$ cat src/hw/rtl/fsta_pkg.sv
// Shared constants and types for the file slot table allocator.
`timescale 1ns / 1ps

package fsta_pkg;

   // Default table sizes.
   localparam int SLOTS_DEF  = 32;
   localparam int BLOCKS_DEF = 512;

   // Field widths of the item ports.
   localparam int CMD_W      = 2;
   localparam int ID_W       = 31;
   localparam int STAT_W     = 3;
   localparam int SLOT_OUT_W = 5;
   localparam int BLK_OUT_W  = 9;

   // The block bitmap is kept as words of this many bits.
   localparam int WORD_W = 32;
   localparam int BIT_W  = $clog2(WORD_W);

   // Command codes.
   localparam logic [CMD_W-1:0] CMD_LOOKUP = 2'd0;
   localparam logic [CMD_W-1:0] CMD_CREATE = 2'd1;
   localparam logic [CMD_W-1:0] CMD_DELETE = 2'd2;

   // Status codes.
   localparam logic [STAT_W-1:0] STAT_OK        = 3'd0;
   localparam logic [STAT_W-1:0] STAT_EXISTS    = 3'd1;
   localparam logic [STAT_W-1:0] STAT_NOT_FOUND = 3'd2;
   localparam logic [STAT_W-1:0] STAT_NO_SLOT   = 3'd3;
   localparam logic [STAT_W-1:0] STAT_NO_BLOCK  = 3'd4;

   // Search token that walks down the slot chain.
   typedef struct packed {
      logic valid;  // a search is at this cell
      logic hit;    // an earlier cell held the identifier
      logic free;   // an earlier cell was empty
   } token_type;

   // Slot update broadcast to every cell.
   typedef struct packed {
      logic en;     // update the addressed slot
      logic set;    // 1 fills the slot, 0 empties it
   } slot_wr_type;

endpackage

$ cat src/hw/rtl/fsta_ram.sv
// Generic single write port, single read port RAM with registered read data.
`timescale 1ns / 1ps

module fsta_ram #(
   parameter int WIDTH = 32,
   parameter int DEPTH = 16,
   parameter int AW    = (DEPTH > 1) ? $clog2(DEPTH) : 1
) (
   input  logic             clock,
   input  logic             wr_en,
   input  logic [AW-1:0]    wr_addr,
   input  logic [WIDTH-1:0] wr_data,
   input  logic [AW-1:0]    rd_addr,
   output logic [WIDTH-1:0] rd_data
);

   logic [WIDTH-1:0] mem_ff [DEPTH];

   always_ff @(posedge clock) begin
      if (wr_en) begin
         mem_ff[wr_addr] <= wr_data;
      end
      rd_data <= mem_ff[rd_addr];
   end

endmodule

$ cat src/hw/rtl/fsta_slot_cell.sv
// One file slot of the slot chain: holds the slot and passes the search token on.
`timescale 1ns / 1ps

module fsta_slot_cell #(
   parameter int SLOTS  = fsta_pkg::SLOTS_DEF,
   parameter int BLOCKS = fsta_pkg::BLOCKS_DEF,
   parameter int IDX    = 0,
   parameter int SW     = (SLOTS > 1) ? $clog2(SLOTS) : 1,
   parameter int BW     = $clog2(BLOCKS)
) (
   input  logic                    clock,
   input  logic                    reset,
   input  fsta_pkg::token_type     tok_in,
   input  logic [SW-1:0]           hit_idx_in,
   input  logic [BW-1:0]           hit_blk_in,
   input  logic [SW-1:0]           free_idx_in,
   output fsta_pkg::token_type     tok_out,
   output logic [SW-1:0]           hit_idx_out,
   output logic [BW-1:0]           hit_blk_out,
   output logic [SW-1:0]           free_idx_out,
   input  logic [fsta_pkg::ID_W-1:0] id,
   input  fsta_pkg::slot_wr_type   wr,
   input  logic [SW-1:0]           wr_idx,
   input  logic [BW-1:0]           wr_blk
);

   localparam logic [SW-1:0] MY_IDX = SW'(IDX);

   logic                      valid_ff;
   logic [fsta_pkg::ID_W-1:0] id_ff;
   logic [BW-1:0]             blk_ff;

   fsta_pkg::token_type tok_ff, tok_in_nxt;
   logic [SW-1:0]       hit_idx_ff, hit_idx_in_nxt;
   logic [BW-1:0]       hit_blk_ff, hit_blk_in_nxt;
   logic [SW-1:0]       free_idx_ff, free_idx_in_nxt;
   logic                match, take_free;

   // The first matching cell and the first empty cell claim the token.
   always_comb begin
      match           = valid_ff && (id_ff == id) && !tok_in.hit;
      take_free       = !valid_ff && !tok_in.free;
      tok_in_nxt.valid = tok_in.valid;
      tok_in_nxt.hit   = tok_in.hit | match;
      tok_in_nxt.free  = tok_in.free | !valid_ff;
      hit_idx_in_nxt  = match ? MY_IDX : hit_idx_in;
      hit_blk_in_nxt  = match ? blk_ff : hit_blk_in;
      free_idx_in_nxt = take_free ? MY_IDX : free_idx_in;
   end

   always_ff @(posedge clock) begin
      if (reset) begin
         valid_ff     <= 1'b0;
         tok_ff.valid <= 1'b0;
      end else begin
         tok_ff.valid <= tok_in_nxt.valid;
         if (wr.en && (wr_idx == MY_IDX)) begin
            valid_ff <= wr.set;
         end
      end
      if (wr.en && wr.set && (wr_idx == MY_IDX)) begin
         id_ff  <= id;
         blk_ff <= wr_blk;
      end
      tok_ff.hit  <= tok_in_nxt.hit;
      tok_ff.free <= tok_in_nxt.free;
      hit_idx_ff  <= hit_idx_in_nxt;
      hit_blk_ff  <= hit_blk_in_nxt;
      free_idx_ff <= free_idx_in_nxt;
   end

   assign tok_out      = tok_ff;
   assign hit_idx_out  = hit_idx_ff;
   assign hit_blk_out  = hit_blk_ff;
   assign free_idx_out = free_idx_ff;

endmodule

$ cat src/hw/rtl/file_slot_table_allocator_top.sv
// Top level of the file slot table allocator: slot chain, bitmap RAM and control.
// Flow: a search token enters the slot chain in the cycle after acceptance and crosses it;
// a lookup answers once it leaves the chain; a delete then reads and rewrites one bitmap
// word; a create reads 32-bit bitmap words in turn, at most WORDS, until one has a free bit.
// Throughput: one item at a time; the next item is taken once the result is registered.
// Reset: synchronous; all slots empty, bitmap rows read as reset value (blocks 0, 1 used).
`timescale 1ns / 1ps

module file_slot_table_allocator_top #(
   parameter int SLOTS  = fsta_pkg::SLOTS_DEF,
   parameter int BLOCKS = fsta_pkg::BLOCKS_DEF
) (
   input  logic                          clock,
   input  logic                          reset,
   input  logic                          req_valid,
   output logic                          req_stall,
   input  logic [fsta_pkg::CMD_W-1:0]    req_cmd,
   input  logic [fsta_pkg::ID_W-1:0]     req_file_id,
   output logic                          rsp_valid,
   input  logic                          rsp_stall,
   output logic                          rsp_ok,
   output logic [fsta_pkg::STAT_W-1:0]   rsp_status,
   output logic [fsta_pkg::SLOT_OUT_W-1:0] rsp_slot_index,
   output logic [fsta_pkg::BLK_OUT_W-1:0]  rsp_block_number
);

   // Sizes derived from the parameters.
   localparam int SW        = (SLOTS > 1) ? $clog2(SLOTS) : 1;
   localparam int BW        = $clog2(BLOCKS);
   localparam int WW        = fsta_pkg::WORD_W;
   localparam int WORDS     = (BLOCKS + WW - 1) / WW;
   localparam int WAW       = (WORDS > 1) ? $clog2(WORDS) : 1;
   localparam int BXW       = WAW + fsta_pkg::BIT_W;
   localparam int LAST_BITS = BLOCKS - (WORDS - 1) * WW;

   localparam logic [WAW-1:0] LAST_WORD = WAW'(WORDS - 1);
   localparam logic [WW-1:0]  ALL_ONES  = {WW{1'b1}};
   // Bits of the last word that lie beyond the last block are treated as used.
   localparam logic [WW-1:0]  LAST_MASK = ALL_ONES >> (WW - LAST_BITS);
   // The formatted disk has blocks 0 and 1 in use; every other row starts empty.
   localparam logic [WW-1:0]  ROW0_RESET = WW'(3);

   typedef enum logic [2:0] {
      S_IDLE, S_SCAN, S_BRD, S_BCHK, S_DRD, S_DWR, S_RESP
   } state_type;

   state_type state_ff, state_in;

   // Item being worked on.
   logic [fsta_pkg::CMD_W-1:0] cmd_ff, cmd_in;
   logic [fsta_pkg::ID_W-1:0]  id_ff, id_in;
   logic [SW-1:0]              slot_ff, slot_in;
   logic [BW-1:0]              blk_ff, blk_in;
   logic [WAW-1:0]             word_ff, word_in;

   // Launches the search token once the identifier register holds the new item.
   logic                       start_ff, start_in;

   // Pending result, and the output register that feeds the result port.
   logic                        res_ok_ff, res_ok_in;
   logic [fsta_pkg::STAT_W-1:0] res_st_ff, res_st_in;
   logic [SW-1:0]               res_slot_ff, res_slot_in;
   logic [BW-1:0]               res_blk_ff, res_blk_in;

   logic                          rsp_valid_ff, rsp_valid_in;
   logic                          rsp_ok_ff, rsp_ok_in;
   logic [fsta_pkg::STAT_W-1:0]   rsp_st_ff, rsp_st_in;
   logic [fsta_pkg::SLOT_OUT_W-1:0] rsp_slot_ff, rsp_slot_in;
   logic [fsta_pkg::BLK_OUT_W-1:0]  rsp_blk_ff, rsp_blk_in;

   // Bitmap row valid bits: a row never written reads as its reset value.
   logic [WORDS-1:0] row_valid_ff, row_valid_in;

   // Slot chain wiring.
   fsta_pkg::token_type tok      [SLOTS+1];
   logic [SW-1:0]       hit_idx  [SLOTS+1];
   logic [BW-1:0]       hit_blk  [SLOTS+1];
   logic [SW-1:0]       free_idx [SLOTS+1];

   fsta_pkg::slot_wr_type slot_wr;
   logic [SW-1:0]         slot_wr_idx;
   logic [BW-1:0]         slot_wr_blk;

   // Bitmap RAM wiring.
   logic           ram_wr_en;
   logic [WAW-1:0] cur_word;
   logic [WW-1:0]  ram_wr_data;
   logic [WW-1:0]  ram_rd_data;
   logic [WW-1:0]  row_word;
   logic [WW-1:0]  row_used;
   logic           row_has_free;
   logic [fsta_pkg::BIT_W-1:0] free_bit;
   logic [BXW-1:0] del_bx;
   logic [BXW-1:0] new_bx;

   logic req_accept;

   assign req_accept = req_valid && !req_stall;
   assign req_stall  = (state_ff != S_IDLE);

   // The search token enters cell 0 in the cycle after the item is accepted, when every
   // cell already compares against the new identifier.
   assign tok[0].valid = start_ff;
   assign tok[0].hit   = 1'b0;
   assign tok[0].free  = 1'b0;
   assign hit_idx[0]   = '0;
   assign hit_blk[0]   = '0;
   assign free_idx[0]  = '0;

   for (genvar g = 0; g < SLOTS; g++) begin : g_cell
      fsta_slot_cell #(
         .SLOTS  (SLOTS),
         .BLOCKS (BLOCKS),
         .IDX    (g)
      ) u_cell (
         .clock        (clock),
         .reset        (reset),
         .tok_in       (tok[g]),
         .hit_idx_in   (hit_idx[g]),
         .hit_blk_in   (hit_blk[g]),
         .free_idx_in  (free_idx[g]),
         .tok_out      (tok[g+1]),
         .hit_idx_out  (hit_idx[g+1]),
         .hit_blk_out  (hit_blk[g+1]),
         .free_idx_out (free_idx[g+1]),
         .id           (id_ff),
         .wr           (slot_wr),
         .wr_idx       (slot_wr_idx),
         .wr_blk       (slot_wr_blk)
      );
   end

   // The bitmap word in use: the scan pointer for a create, the freed block's word for a
   // delete.
   assign del_bx   = BXW'(blk_ff);
   assign cur_word = ((state_ff == S_DRD) || (state_ff == S_DWR)) ?
                     del_bx[BXW-1:fsta_pkg::BIT_W] : word_ff;

   fsta_ram #(
      .WIDTH (WW),
      .DEPTH (WORDS)
   ) u_bitmap (
      .clock   (clock),
      .wr_en   (ram_wr_en),
      .wr_addr (cur_word),
      .wr_data (ram_wr_data),
      .rd_addr (cur_word),
      .rd_data (ram_rd_data)
   );

   // Row as it stands, then with the blocks past the end marked used, and its lowest free bit.
   always_comb begin
      if (row_valid_ff[cur_word]) begin
         row_word = ram_rd_data;
      end else if (cur_word == '0) begin
         row_word = ROW0_RESET;
      end else begin
         row_word = '0;
      end
      row_used = (cur_word == LAST_WORD) ? (row_word | ~LAST_MASK) : row_word;
      row_has_free = (row_used != ALL_ONES);
      free_bit = '0;
      for (int j = WW - 1; j >= 0; j--) begin
         if (!row_used[j]) begin
            free_bit = fsta_pkg::BIT_W'(j);
         end
      end
   end

   assign new_bx = {word_ff, free_bit};

   // Control: next values of state, item registers, bitmap and slot writes.
   always_comb begin
      state_in     = state_ff;
      cmd_in       = cmd_ff;
      id_in        = id_ff;
      slot_in      = slot_ff;
      blk_in       = blk_ff;
      word_in      = word_ff;
      start_in     = 1'b0;
      res_ok_in    = res_ok_ff;
      res_st_in    = res_st_ff;
      res_slot_in  = res_slot_ff;
      res_blk_in   = res_blk_ff;
      row_valid_in = row_valid_ff;
      rsp_valid_in = rsp_valid_ff && rsp_stall;
      rsp_ok_in    = rsp_ok_ff;
      rsp_st_in    = rsp_st_ff;
      rsp_slot_in  = rsp_slot_ff;
      rsp_blk_in   = rsp_blk_ff;
      ram_wr_en    = 1'b0;
      ram_wr_data  = row_word;
      slot_wr.en   = 1'b0;
      slot_wr.set  = 1'b0;
      slot_wr_idx  = slot_ff;
      slot_wr_blk  = new_bx[BW-1:0];

      unique case (state_ff)
         S_IDLE: begin
            if (req_accept) begin
               cmd_in   = req_cmd;
               id_in    = req_file_id;
               start_in = 1'b1;
               state_in = S_SCAN;
            end
         end
         S_SCAN: begin
            if (tok[SLOTS].valid) begin
               res_ok_in   = 1'b0;
               res_st_in   = fsta_pkg::STAT_NOT_FOUND;
               res_slot_in = '0;
               res_blk_in  = '0;
               state_in    = S_RESP;
               unique case (cmd_ff)
                  fsta_pkg::CMD_LOOKUP: begin
                     if (tok[SLOTS].hit) begin
                        res_ok_in   = 1'b1;
                        res_st_in   = fsta_pkg::STAT_OK;
                        res_slot_in = hit_idx[SLOTS];
                        res_blk_in  = hit_blk[SLOTS];
                     end
                  end
                  fsta_pkg::CMD_CREATE: begin
                     if (tok[SLOTS].hit) begin
                        res_st_in = fsta_pkg::STAT_EXISTS;
                     end else if (!tok[SLOTS].free) begin
                        res_st_in = fsta_pkg::STAT_NO_SLOT;
                     end else begin
                        slot_in  = free_idx[SLOTS];
                        word_in  = '0;
                        state_in = S_BRD;
                     end
                  end
                  fsta_pkg::CMD_DELETE: begin
                     if (tok[SLOTS].hit) begin
                        slot_in  = hit_idx[SLOTS];
                        blk_in   = hit_blk[SLOTS];
                        state_in = S_DRD;
                     end
                  end
                  default: begin
                     // Unused command: not found, nothing changes.
                  end
               endcase
            end
         end
         S_BRD: begin
            state_in = S_BCHK;
         end
         S_BCHK: begin
            if (row_has_free) begin
               ram_wr_en              = 1'b1;
               ram_wr_data            = row_word | (WW'(1) << free_bit);
               row_valid_in[cur_word] = 1'b1;
               slot_wr.en             = 1'b1;
               slot_wr.set            = 1'b1;
               res_ok_in              = 1'b1;
               res_st_in              = fsta_pkg::STAT_OK;
               res_slot_in            = slot_ff;
               res_blk_in             = new_bx[BW-1:0];
               state_in               = S_RESP;
            end else if (word_ff == LAST_WORD) begin
               res_st_in = fsta_pkg::STAT_NO_BLOCK;
               state_in  = S_RESP;
            end else begin
               word_in  = word_ff + WAW'(1);
               state_in = S_BRD;
            end
         end
         S_DRD: begin
            state_in = S_DWR;
         end
         S_DWR: begin
            ram_wr_en              = 1'b1;
            ram_wr_data            = row_word & ~(WW'(1) << del_bx[fsta_pkg::BIT_W-1:0]);
            row_valid_in[cur_word] = 1'b1;
            slot_wr.en             = 1'b1;
            slot_wr.set            = 1'b0;
            res_ok_in              = 1'b1;
            res_st_in              = fsta_pkg::STAT_OK;
            res_slot_in            = slot_ff;
            res_blk_in             = blk_ff;
            state_in               = S_RESP;
         end
         S_RESP: begin
            // Move the result into the output register once it is free.
            if (!rsp_valid_ff || !rsp_stall) begin
               rsp_valid_in = 1'b1;
               rsp_ok_in    = res_ok_ff;
               rsp_st_in    = res_st_ff;
               rsp_slot_in  = fsta_pkg::SLOT_OUT_W'(res_slot_ff);
               rsp_blk_in   = fsta_pkg::BLK_OUT_W'(res_blk_ff);
               state_in     = S_IDLE;
            end
         end
         default: begin
            state_in = S_IDLE;
         end
      endcase
   end

   always_ff @(posedge clock) begin
      if (reset) begin
         state_ff     <= S_IDLE;
         start_ff     <= 1'b0;
         rsp_valid_ff <= 1'b0;
         row_valid_ff <= '0;
      end else begin
         state_ff     <= state_in;
         start_ff     <= start_in;
         rsp_valid_ff <= rsp_valid_in;
         row_valid_ff <= row_valid_in;
      end
      cmd_ff      <= cmd_in;
      id_ff       <= id_in;
      slot_ff     <= slot_in;
      blk_ff      <= blk_in;
      word_ff     <= word_in;
      res_ok_ff   <= res_ok_in;
      res_st_ff   <= res_st_in;
      res_slot_ff <= res_slot_in;
      res_blk_ff  <= res_blk_in;
      rsp_ok_ff   <= rsp_ok_in;
      rsp_st_ff   <= rsp_st_in;
      rsp_slot_ff <= rsp_slot_in;
      rsp_blk_ff  <= rsp_blk_in;
   end

   assign rsp_valid        = rsp_valid_ff;
   assign rsp_ok           = rsp_ok_ff;
   assign rsp_status       = rsp_st_ff;
   assign rsp_slot_index   = rsp_slot_ff;
   assign rsp_block_number = rsp_blk_ff;

   // A search token leaves the chain only while control waits for it.
   a_token_in_scan: assert property (@(posedge clock) disable iff (reset)
      tok[SLOTS].valid |-> (state_ff == S_SCAN))
      else $error("search token left the slot chain outside the scan state");

   // A successful result always carries the ok status.
   a_ok_status: assert property (@(posedge clock) disable iff (reset)
      (rsp_valid && rsp_ok) |-> (rsp_status == fsta_pkg::STAT_OK))
      else $error("ok result with a failure status");

   // A failed result carries no slot and no block.
   a_fail_zero: assert property (@(posedge clock) disable iff (reset)
      (rsp_valid && !rsp_ok) |-> ((rsp_slot_index == '0) && (rsp_block_number == '0)))
      else $error("failed result with a slot or block");

endmodule
$ cat config.mk
export PLATFORM = sky130hd
export DESIGN_NAME = file_slot_table_allocator_top
export DESIGN_NICKNAME = d
export VERILOG_FILES = /design/src/hw/rtl/fsta_pkg.sv /design/src/hw/rtl/fsta_ram.sv /design/src/hw/rtl/fsta_slot_cell.sv /design/src/hw/rtl/file_slot_table_allocator_top.sv
export SDC_FILE = /design/constraint.sdc
export NUM_CORES = 2
export LEC_CHECK = 0
export BUFFER_PORTS_ARGS = -buffer_cell sky130_fd_sc_hd__buf_2
export CORE_ASPECT_RATIO = 1.5
export CORE_MARGIN = 2
export CORE_UTILIZATION = 60
export CTS_CLUSTER_DIAMETER = 100
export DETAILED_ROUTE_END_ITERATION = 8
export PLACE_DENSITY = 0.76
export SYNTH_ARGS = -nofsm -noshare
export SYNTH_HDL_FRONTEND = slang
export SYNTH_SLANG_ARGS = --single-unit
$ cat constraint.sdc
create_clock -name clock -period 6.27 [get_ports clock]
set_input_delay 0.627 -clock clock [delete_from_list [all_inputs] [get_ports clock]]
set_output_delay 0.627 -clock clock [all_outputs]
set_load 0.01 [all_outputs]
; ---- After elaboration in Yosys (flattened, before gate mapping)
; Memories as Yosys holds them, arrays and structs flattened. A register that Yosys moved wholly into a read port is not among the register bits.
; Cells that the tools add are included.
[classes]
add_sub_neg = 1
n_lt_le_gt_ge = 2
n_eq_ne = 86
shifts = 2
muxes = 129
bitwise = 67
reduce_logical = 280
[op_table]
columns = op, count
row1 = $eq 31x31->1, 32
row2 = $mux 9, 35
row3 = $mux 5, 39
row4 = $logic_and 1x1->1, 162
row5 = $logic_not 1->1, 97
row6 = $eq 5x5->1 const B, 16
row7 = $mux 32, 2
row8 = $pmux 32 s2, 1
row9 = $shl 1x5->32 const A, 2
row10 = $or 1x1->1, 62
row11 = $eq 5x4->1 const B, 8
row12 = $and 32x32->32, 1
row13 = $ne 32x32->1 const B, 1
row14 = $not 32->32, 1
row15 = $or 32x32->32, 1
row16 = $pmux 16 s2, 1
row17 = $mux 3, 10
row18 = $mux 4, 7
row19 = $pmux 9 s3, 1
row20 = $pmux 3 s7, 1
row21 = $eq 5x3->1 const B, 4
row22 = $mux 16, 1
row23 = $or 16x16->16, 1
row24 = $mux 1, 15
row25 = other kinds (39), 66
[totals]
regBits = 2114
mem_bits_rw = 512
inputBits = 37
output_inout_bits = 20
n_memories = 1
[mem_list]
columns = memory, words, width, rd, rd_ports_with_merged_regs, wr, line_no
row1 = u_bitmap.mem_ff, 16, 32, 1, 1, 1, fsta_ram.sv:17  ; logic [WIDTH-1:0] mem_ff [DEPTH];

; ---- Depth between registers and ports, before layout
[logic_depth]
ltp_word = 42
ltp_mapped = 10
depth_no_buf = 8

; ---- Hierarchy
; A second synthesis with hierarchy kept.
[hier_totals]
cells_unflattened = 5650
area_unflattened_um2 = 98253.0
[by_module_without_submodules]
columns = mod, instances, cells_per_inst, area_per_inst_um2, seq_area_each_um2
row1 = fsta_ram, 1, 838, 19835.3, 16015.4
row2 = fsta_slot_cell (g_cell[11].u_cell ...), 8, 134, 2280.9, 1661.6
row3 = fsta_slot_cell (g_cell[10].u_cell ...), 6, 135, 2278.4, 1661.6
row4 = fsta_slot_cell (g_cell[0].u_cell ...), 6, 135, 2274.7, 1661.6
row5 = fsta_slot_cell (g_cell[1].u_cell ...), 4, 135, 2277.2, 1661.6
row6 = file_slot_table_allocator_top, 1, 502, 5519.0, 3032.9
row7 = fsta_slot_cell (g_cell[23].u_cell ...), 2, 135, 2280.9, 1661.6
row8 = fsta_slot_cell (g_cell[29].u_cell ...), 2, 134, 2278.4, 1661.6
row9 = fsta_slot_cell (g_cell[15].u_cell), 1, 136, 2280.9, 1661.6
row10 = fsta_slot_cell (g_cell[12].u_cell), 1, 135, 2275.9, 1661.6
row11 = fsta_slot_cell (g_cell[28].u_cell), 1, 134, 2275.9, 1661.6
row12 = fsta_slot_cell (g_cell[16].u_cell), 1, 135, 2272.2, 1661.6

; ---- Worst setup path after synthesis
; OpenSTA, ideal clock, no wires.
[synth_timing]
path_type = register -> register
startpoint = register word_ff[3]
endpoint = register g_cell[0].u_cell.blk_ff[4] (data pin)
setup_ns = 0.540
arrival_ns = 4.311
setup_slack_ns = 1.419
stages_incl_launch_ff = 8
n_path_buf = 1
path_cell_list = edfxtp_1 > inv_1 > a31oi_1 > nor3_1 > or4_1 > a21o_1 > buf_2 > nor4_1
[synth_between]
elab_chain_cells = 36
word_cells_on_any_way = 38
cone_classes = mux (37) / reduce/logical (1)
[synth_rtl]
columns = element, line_no
row1 = start: declaration, file_slot_table_allocator_top.sv:54  ; logic [WAW-1:0] word_ff, word_in;
row2 = start signal: assignment, file_slot_table_allocator_top.sv:318  ; word_ff <= word_in;
row3 = $mux 4 *, file_slot_table_allocator_top.sv:136  ; assign cur_word = ((state_ff == S_DRD) || (state_ff == S_DWR)) ?
row4 = $bmux 1 s4, file_slot_table_allocator_top.sv:153  ; if (row_valid_ff[cur_word]) begin
row5 = $mux 1 (not written as such), file_slot_table_allocator_top.sv:153
row6 = $mux 32 *, file_slot_table_allocator_top.sv:153
row7 = $mux 5 (31 in series), file_slot_table_allocator_top.sv:164  ; if (!row_used[j]) begin
row8 = $mux 5 *, file_slot_table_allocator_top.sv:164
row9 = via free_bit (one bit), file_slot_table_allocator_top.sv:92  ; logic [fsta_pkg::BIT_W-1:0] free_bit;
row10 = end signal: assignment, fsta_slot_cell.sv:63  ; blk_ff <= wr_blk;
row11 = end: declaration, fsta_slot_cell.sv:31  ; logic [BW-1:0] blk_ff;
; The timed path passes the listed nets; every way through them passes the cells marked *. The select of a mux whose other input is x is not followed.
; A chain may end at the register's enable or synchronous reset.

; ---- Final worst setup path
[layout_timing]
startpoint = register word_ff[3]
endpoint = memory u_bitmap.mem_ff[12][27] (data pin)
[layout_between]
elab_chain_cells = 40
word_cells_on_any_way = 44
cone_classes = eq/ne (1) / shift (1) / mux (39) / bitwise (2) / reduce/logical (1)
[layout_rtl]
columns = element, line_no
row1 = $mux 4 *, file_slot_table_allocator_top.sv:136
row2 = $bmux 1 s4, file_slot_table_allocator_top.sv:153
row3 = $mux 1 (not written as such), file_slot_table_allocator_top.sv:153
row4 = $mux 32 *, file_slot_table_allocator_top.sv:153
row5 = $mux 5 (32 in series), file_slot_table_allocator_top.sv:164
row6 = $shl 1x5->32, file_slot_table_allocator_top.sv:253  ; ram_wr_data = row_word | (WW'(1) << free_bit);
row7 = $or 32x32->32, file_slot_table_allocator_top.sv:253
row8 = $mux 32, file_slot_table_allocator_top.sv:251  ; if (row_has_free) begin
row9 = $pmux 32 s2 *, file_slot_table_allocator_top.sv:198  ; unique case (state_ff)
row10 = via ram_wr_data[27], file_slot_table_allocator_top.sv:87  ; logic [WW-1:0] ram_wr_data;
row11 = end: declaration, fsta_ram.sv:17
; Marked as above.

==> metrics.sh <==
OUTCOME='complete, but fails checks'
FAILED_CHECKS='DRC'
TRITONCTS='yes'
WORST_SETUP_HOLD_PATH_CLK_SLEW_NS=0.07
CRITICAL_PATH_CELL_COUNT=8
RSZ0062_AT_GRT='false'
SETUP.WORST_PATH.END_CLASS='register'
BUFFERS_ON_PORTS=56
RESIDUAL_OVERFLOW_FROM_GLOBAL_ROUTING=0
COUNT_OF_FLIP_FLOPS_WITH_A_BUILT_IN_ENABLE_AFTER_SYNTHESIS=1879
FINAL_CORE_UTIL=0.6762
NUMCTSBUFFERS=217
STARTPOINT='word_ff[3]$_SDFFCE_PN0P_'
START_KIND='register'
FINAL_SETUP_TNS_NS=0
CP_MAX_FO=17
MIN_DELAY_PATH_DEPTH=3
ROOT_BUFFER='sky130_fd_sc_hd__clkbuf_16'
DIEHEIGHT_UM=493.1
ROUTABILITYCONGESTION=0.9384
SYNTH.CELL_AREA_SQ_UM=95690
NUMBER_OF_FAILING_SETUP_ENDPOINTS_IN_THE_FINAL_TIMING_REPORT=0
WORST_PATH_LARGEST_CELL_DELAY_NS=0.98
FINAL.PERIOD_UTILIZATION=0.8398
FMAX_GHz=0.1899
SLEW_HEADROOM=0.02047
CTSLONGESTPATHBUFFERS=3
WORST_PATH_CELL_TRACE='inv_1 > a31oi_1 > nor3_1 > or4_1 > a21o_1 > buf_4 > or3_1 > o22ai_1'
CORE_AREA_SQ_UM=158600
NETLIST_INSTANCES=5786
YOSYS_REGISTER_BITS=2606
POWER.DENSITY_CELL_AREA_nW_PER_UM2=306.7
LEAKAGE_POWER_SUMMED_OVER_ALL_CELLS_nW=36.89
PEAKVDDDROP_V=0.0002751
MET3_USAGE=0.03810
MAXCAPVIOLCOUNT=0
MIN-DELAY-PATH-CLASS='input pin to register'
FIRST_ITER_VIOLATIONS=5142
YOSYS_WARNINGS=0
POST_SYNTHESIS_NET_COUNT=5827
FILLERINSTANCES=10271
TOP_LEVEL_PORTS=57
ROUTED-VIA-COUNT=49677
NETLIST.AREA_LEADER.SHARE=0.5897
FINAL.SETUP_SKEW_NS=0.04162
CLK_LATENCY_NS=0.86
DETAIL-ROUTE-ANTENNA-NETS=0
AREA_OF_THE_MULTI_INPUT_GATES_SQ_UM=23990
TRACK_USAGE=0.2704
GRT_FIRST_PASS_WIRELENGTH_UM=322100
REQ_TIME_CRIT_PATH_NS=6.74
FIRSTDRTPASSITERS=9
CRITICAL-PATH-TOP-DELAY-FAMILY='compound AO/OA/AOI/OAI gates'
AREA_GROWTH_SYN_TO_LAYOUT_PCT=12.05
TOP_USAGE_LAYER='met2'
FINAL-SEQ-AREA_SQ_UM=70980
TIMING.FINAL.HOLD_VIOLATIONS=0
GRT_UTIL_MET1=0.3391
FINAL_LAYOUT_SIZE_SUFFIX_GT1_FRAC=0.1980
FFS_W_ASYNC_S_R_SYNTH=0
YOSYSSEQAREASHARE=0.7418
CORE.ROWCOUNT=179
WORST_PIN_SLEW_NS=1.469
MET2_USAGE=0.4708
SYNTH_FF_TYPE='sky130_fd_sc_hd__edfxtp_1'
TIMING_WORST_SETUP_PATH_TYPE='register to register'
YOSYS.AREA.TOP_TYPE='sky130_fd_sc_hd__edfxtp_1'
PATH_BUF_INV=2
CRITICAL_PATH.SLOWEST_CELL='sky130_fd_sc_hd__a31oi_1'
GRT_MAX_DEGREE=105
YOSYSUNIQUECELLTYPES=65
DETAILED_PLACE_HPWL_UM=128900
GRT_PASS1_VIAS=50482
DIE_X_UM=330.1
CTS_SINKS=2606
MIN-DELAY-START='req_valid'
NETS=6060
GRT_ANTENNA_BEFORE_REPAIR=9
MIN_PERIOD_NS=5.266
CTS-HTREE-LEVELS=4
FINALWIRELENGTH_UM=219300
DIE_AREA_SQ_UM=162800
WORST_SLACK_NS=1.004
CRIT-REG2REG-LAUNCH='word_ff[3]$_SDFFCE_PN0P_'
POST-ROUTE-DRC-COUNT=10
PLACEMENT.SETUP.WORST_SLACK_NS=1.172
CRIT_ARRIVAL_NS=5.74
AVERAGE_VIAS_PER_PLACED_INSTANCE=5.988
SYNTH.TOP_CELLS.BY_AREA='sky130_fd_sc_hd__edfxtp_1, sky130_fd_sc_hd__dfxtp_1, sky130_fd_sc_hd__xnor2_1'
R2R_CELLS=8
FINAL_MAX_SLEW_VIOL_COUNT=0
START_UTIL=0.6035
POST_DRT_WL_PER_CELL_UM=26.44
SYN_AREA_PER_CELL_SQ_UM=16.54
-- state kept, by name, summed over array words and instances (netlist names), 16 cells and up --
name	count
row_valid_ff	16
id_ff	31
g_cell.u_cell.hit_blk_out	288
g_cell.u_cell.blk_ff	288
g_cell.u_cell.tok_out	96
g_cell.u_cell.valid_ff	32
g_cell.u_cell.free_idx_out	129
u_bitmap.rd_data	32
g_cell.u_cell.id_ff	992
u_bitmap.mem_ff	512
g_cell.u_cell.hit_idx_out	129
-- per-stage QoR --
stage	cells	hold WS, ns	instance area, sq um	total power [mW]
CTS	8294	0.1157	107200	33.03
global placement	7847	0.3794	99570	19.67
detailed placement	7847	0.3894	99570	19.69
floorplan	5786	0.3626	95690	19.31
global route	8295	0.1509	107200	33.66
finish	8296	0.1741	107200	32.88
-- cells by family (layout without fill, tap and decap cells) --
logic type               after synthesis  after routing  share of synthesized area
AO/OA/AOI/OAI                        317            317                    0.02181
XOR/XNOR                             982            982                    0.08988
adder cells (fa/ha/maj)                4              4                  0.0005230
buffers and inverters                286            713                    0.01220
flip-flops                          2606           2606                     0.7418
multiplexers                         424            424                    0.06482
other                                  0              2                          0
AND/OR/NAND/NOR                     1167           1167                    0.06901
-- placed cells by master, fill, tap and decap left out, types with 10 or more instances in the layout --
| master | instances |
|---|---|
| sky130_fd_sc_hd__a211oi_1 | 42 |
| sky130_fd_sc_hd__a21oi_1 | 22 |
| sky130_fd_sc_hd__a31oi_1 | 38 |
| sky130_fd_sc_hd__and2_1 | 43 |
| sky130_fd_sc_hd__buf_12 | 24 |
| sky130_fd_sc_hd__buf_2 | 55 |
| sky130_fd_sc_hd__buf_4 | 147 |
| sky130_fd_sc_hd__clkbuf_1 | 54 |
| sky130_fd_sc_hd__clkbuf_16 | 234 |
| sky130_fd_sc_hd__clkbuf_8 | 32 |
| sky130_fd_sc_hd__clkinv_1 | 12 |
| sky130_fd_sc_hd__clkinv_2 | 42 |
| sky130_fd_sc_hd__dfxtp_1 | 727 |
| sky130_fd_sc_hd__dlygate4sd3_1 | 34 |
| sky130_fd_sc_hd__edfxtp_1 | 1879 |
| sky130_fd_sc_hd__inv_1 | 41 |
| sky130_fd_sc_hd__mux2_2 | 284 |
| sky130_fd_sc_hd__mux2i_1 | 11 |
| sky130_fd_sc_hd__mux4_2 | 128 |
| sky130_fd_sc_hd__nand2_1 | 137 |
| sky130_fd_sc_hd__nand2b_1 | 73 |
| sky130_fd_sc_hd__nand3_1 | 27 |
| sky130_fd_sc_hd__nand4_1 | 291 |
| sky130_fd_sc_hd__nor2_1 | 100 |
| sky130_fd_sc_hd__nor2_4 | 41 |
| sky130_fd_sc_hd__nor2b_1 | 138 |
| sky130_fd_sc_hd__nor3_1 | 10 |
| sky130_fd_sc_hd__nor3_2 | 12 |
| sky130_fd_sc_hd__nor4_1 | 78 |
| sky130_fd_sc_hd__o21ai_0 | 69 |
| sky130_fd_sc_hd__o22ai_1 | 58 |
| sky130_fd_sc_hd__or2_2 | 169 |
| sky130_fd_sc_hd__or4_1 | 14 |
| sky130_fd_sc_hd__xnor2_1 | 904 |
| sky130_fd_sc_hd__xor2_1 | 78 |
-- power breakdown --
| group | switching, mW | total (mW) | leakage [nW] | internal [mW] |
|---|---|---|---|---|
| combinational | 0.601 | 0.923 | 9.49 | 0.322 |
| clock | 6.06 | 13.5 | 3.60 | 7.48 |
| sequential | 0.0554 | 18.4 | 23.8 | 18.4 |
-- final timing paths --
| kind | end | slack, ns |
|---|---|---|
| max | u_bitmap.mem_ff[12][27]$_DFFE_PP_ | 1.00 |
| min reg2reg | g_cell[22].u_cell.hit_idx_out[1]$_SDFF_PP1_ | 0.39 |
| max reg2reg | u_bitmap.mem_ff[12][27]$_DFFE_PP_ | 1.00 |
| min | start_ff$_SDFF_PP0_ | 0.17 |
-- metal layers --
layer  share of wire  wire length [um]  up-vias
li1                -                 -    21840
met1            0.38             82720    25271
met2            0.51            112900     2038
met3           0.064             14080      520
met4           0.044              9585        8
met5         0.00031                68        -
-- tightest hold or removal path, delay by kind of cell --
kind | cells | cell delay [ns]
simple gates | 1 | 0.06
buf+inv | 2 | 0.29
-- cell type report --
type	count	share of cell area
Antenna cell	2	0.00004668
Timing Repair Buffer	260	0.02052
Multi-Input combinational cell	2894	0.2237
Clock inverter	93	0.007445
Inverter	40	0.001400
Clock buffer	320	0.06061
Sequential cell	2606	0.6620
Tap cell	2081	0.02428
-- synth_stat cells, types with 4 or more instances --
master / number
sky130_fd_sc_hd__clkbuf_1: 120
sky130_fd_sc_hd__o31ai_1: 9
sky130_fd_sc_hd__inv_1: 40
sky130_fd_sc_hd__and3_1: 7
sky130_fd_sc_hd__edfxtp_1: 1879
sky130_fd_sc_hd__or4_1: 14
sky130_fd_sc_hd__nor3_1: 20
sky130_fd_sc_hd__a22o_1: 8
sky130_fd_sc_hd__and2_1: 43
sky130_fd_sc_hd__a21boi_0: 5
sky130_fd_sc_hd__nand2_1: 137
sky130_fd_sc_hd__o21ai_1: 5
sky130_fd_sc_hd__buf_2: 72
sky130_fd_sc_hd__xor2_1: 78
sky130_fd_sc_hd__a222oi_1: 4
sky130_fd_sc_hd__o211ai_1: 8
sky130_fd_sc_hd__o311ai_0: 6
sky130_fd_sc_hd__a211oi_1: 42
sky130_fd_sc_hd__mux2i_1: 11
sky130_fd_sc_hd__nand2b_1: 73
sky130_fd_sc_hd__buf_1: 53
sky130_fd_sc_hd__nor4_1: 79
sky130_fd_sc_hd__a21o_1: 6
sky130_fd_sc_hd__a21oi_1: 26
sky130_fd_sc_hd__a22oi_1: 4
sky130_fd_sc_hd__o21ai_0: 69
sky130_fd_sc_hd__xnor2_1: 904
sky130_fd_sc_hd__mux4_2: 128
sky130_fd_sc_hd__dfxtp_1: 727
sky130_fd_sc_hd__or3_1: 7
sky130_fd_sc_hd__ha_1: 4
sky130_fd_sc_hd__or2_2: 169
sky130_fd_sc_hd__nand4_1: 291
sky130_fd_sc_hd__nand3_1: 28
sky130_fd_sc_hd__nor2b_1: 138
sky130_fd_sc_hd__nor2_1: 145
sky130_fd_sc_hd__a31oi_1: 38
sky130_fd_sc_hd__mux2_2: 285
sky130_fd_sc_hd__o22ai_1: 58
-- what timing repair did --
action	CTS	global route
hold buffers	34	0
setup buffers	0	0
endpoints found under the setup margin	0	0
hold endpoints to repair	35	0
resized for setup	0	0
No activity file was read; power rests on OpenSTA's default activity.
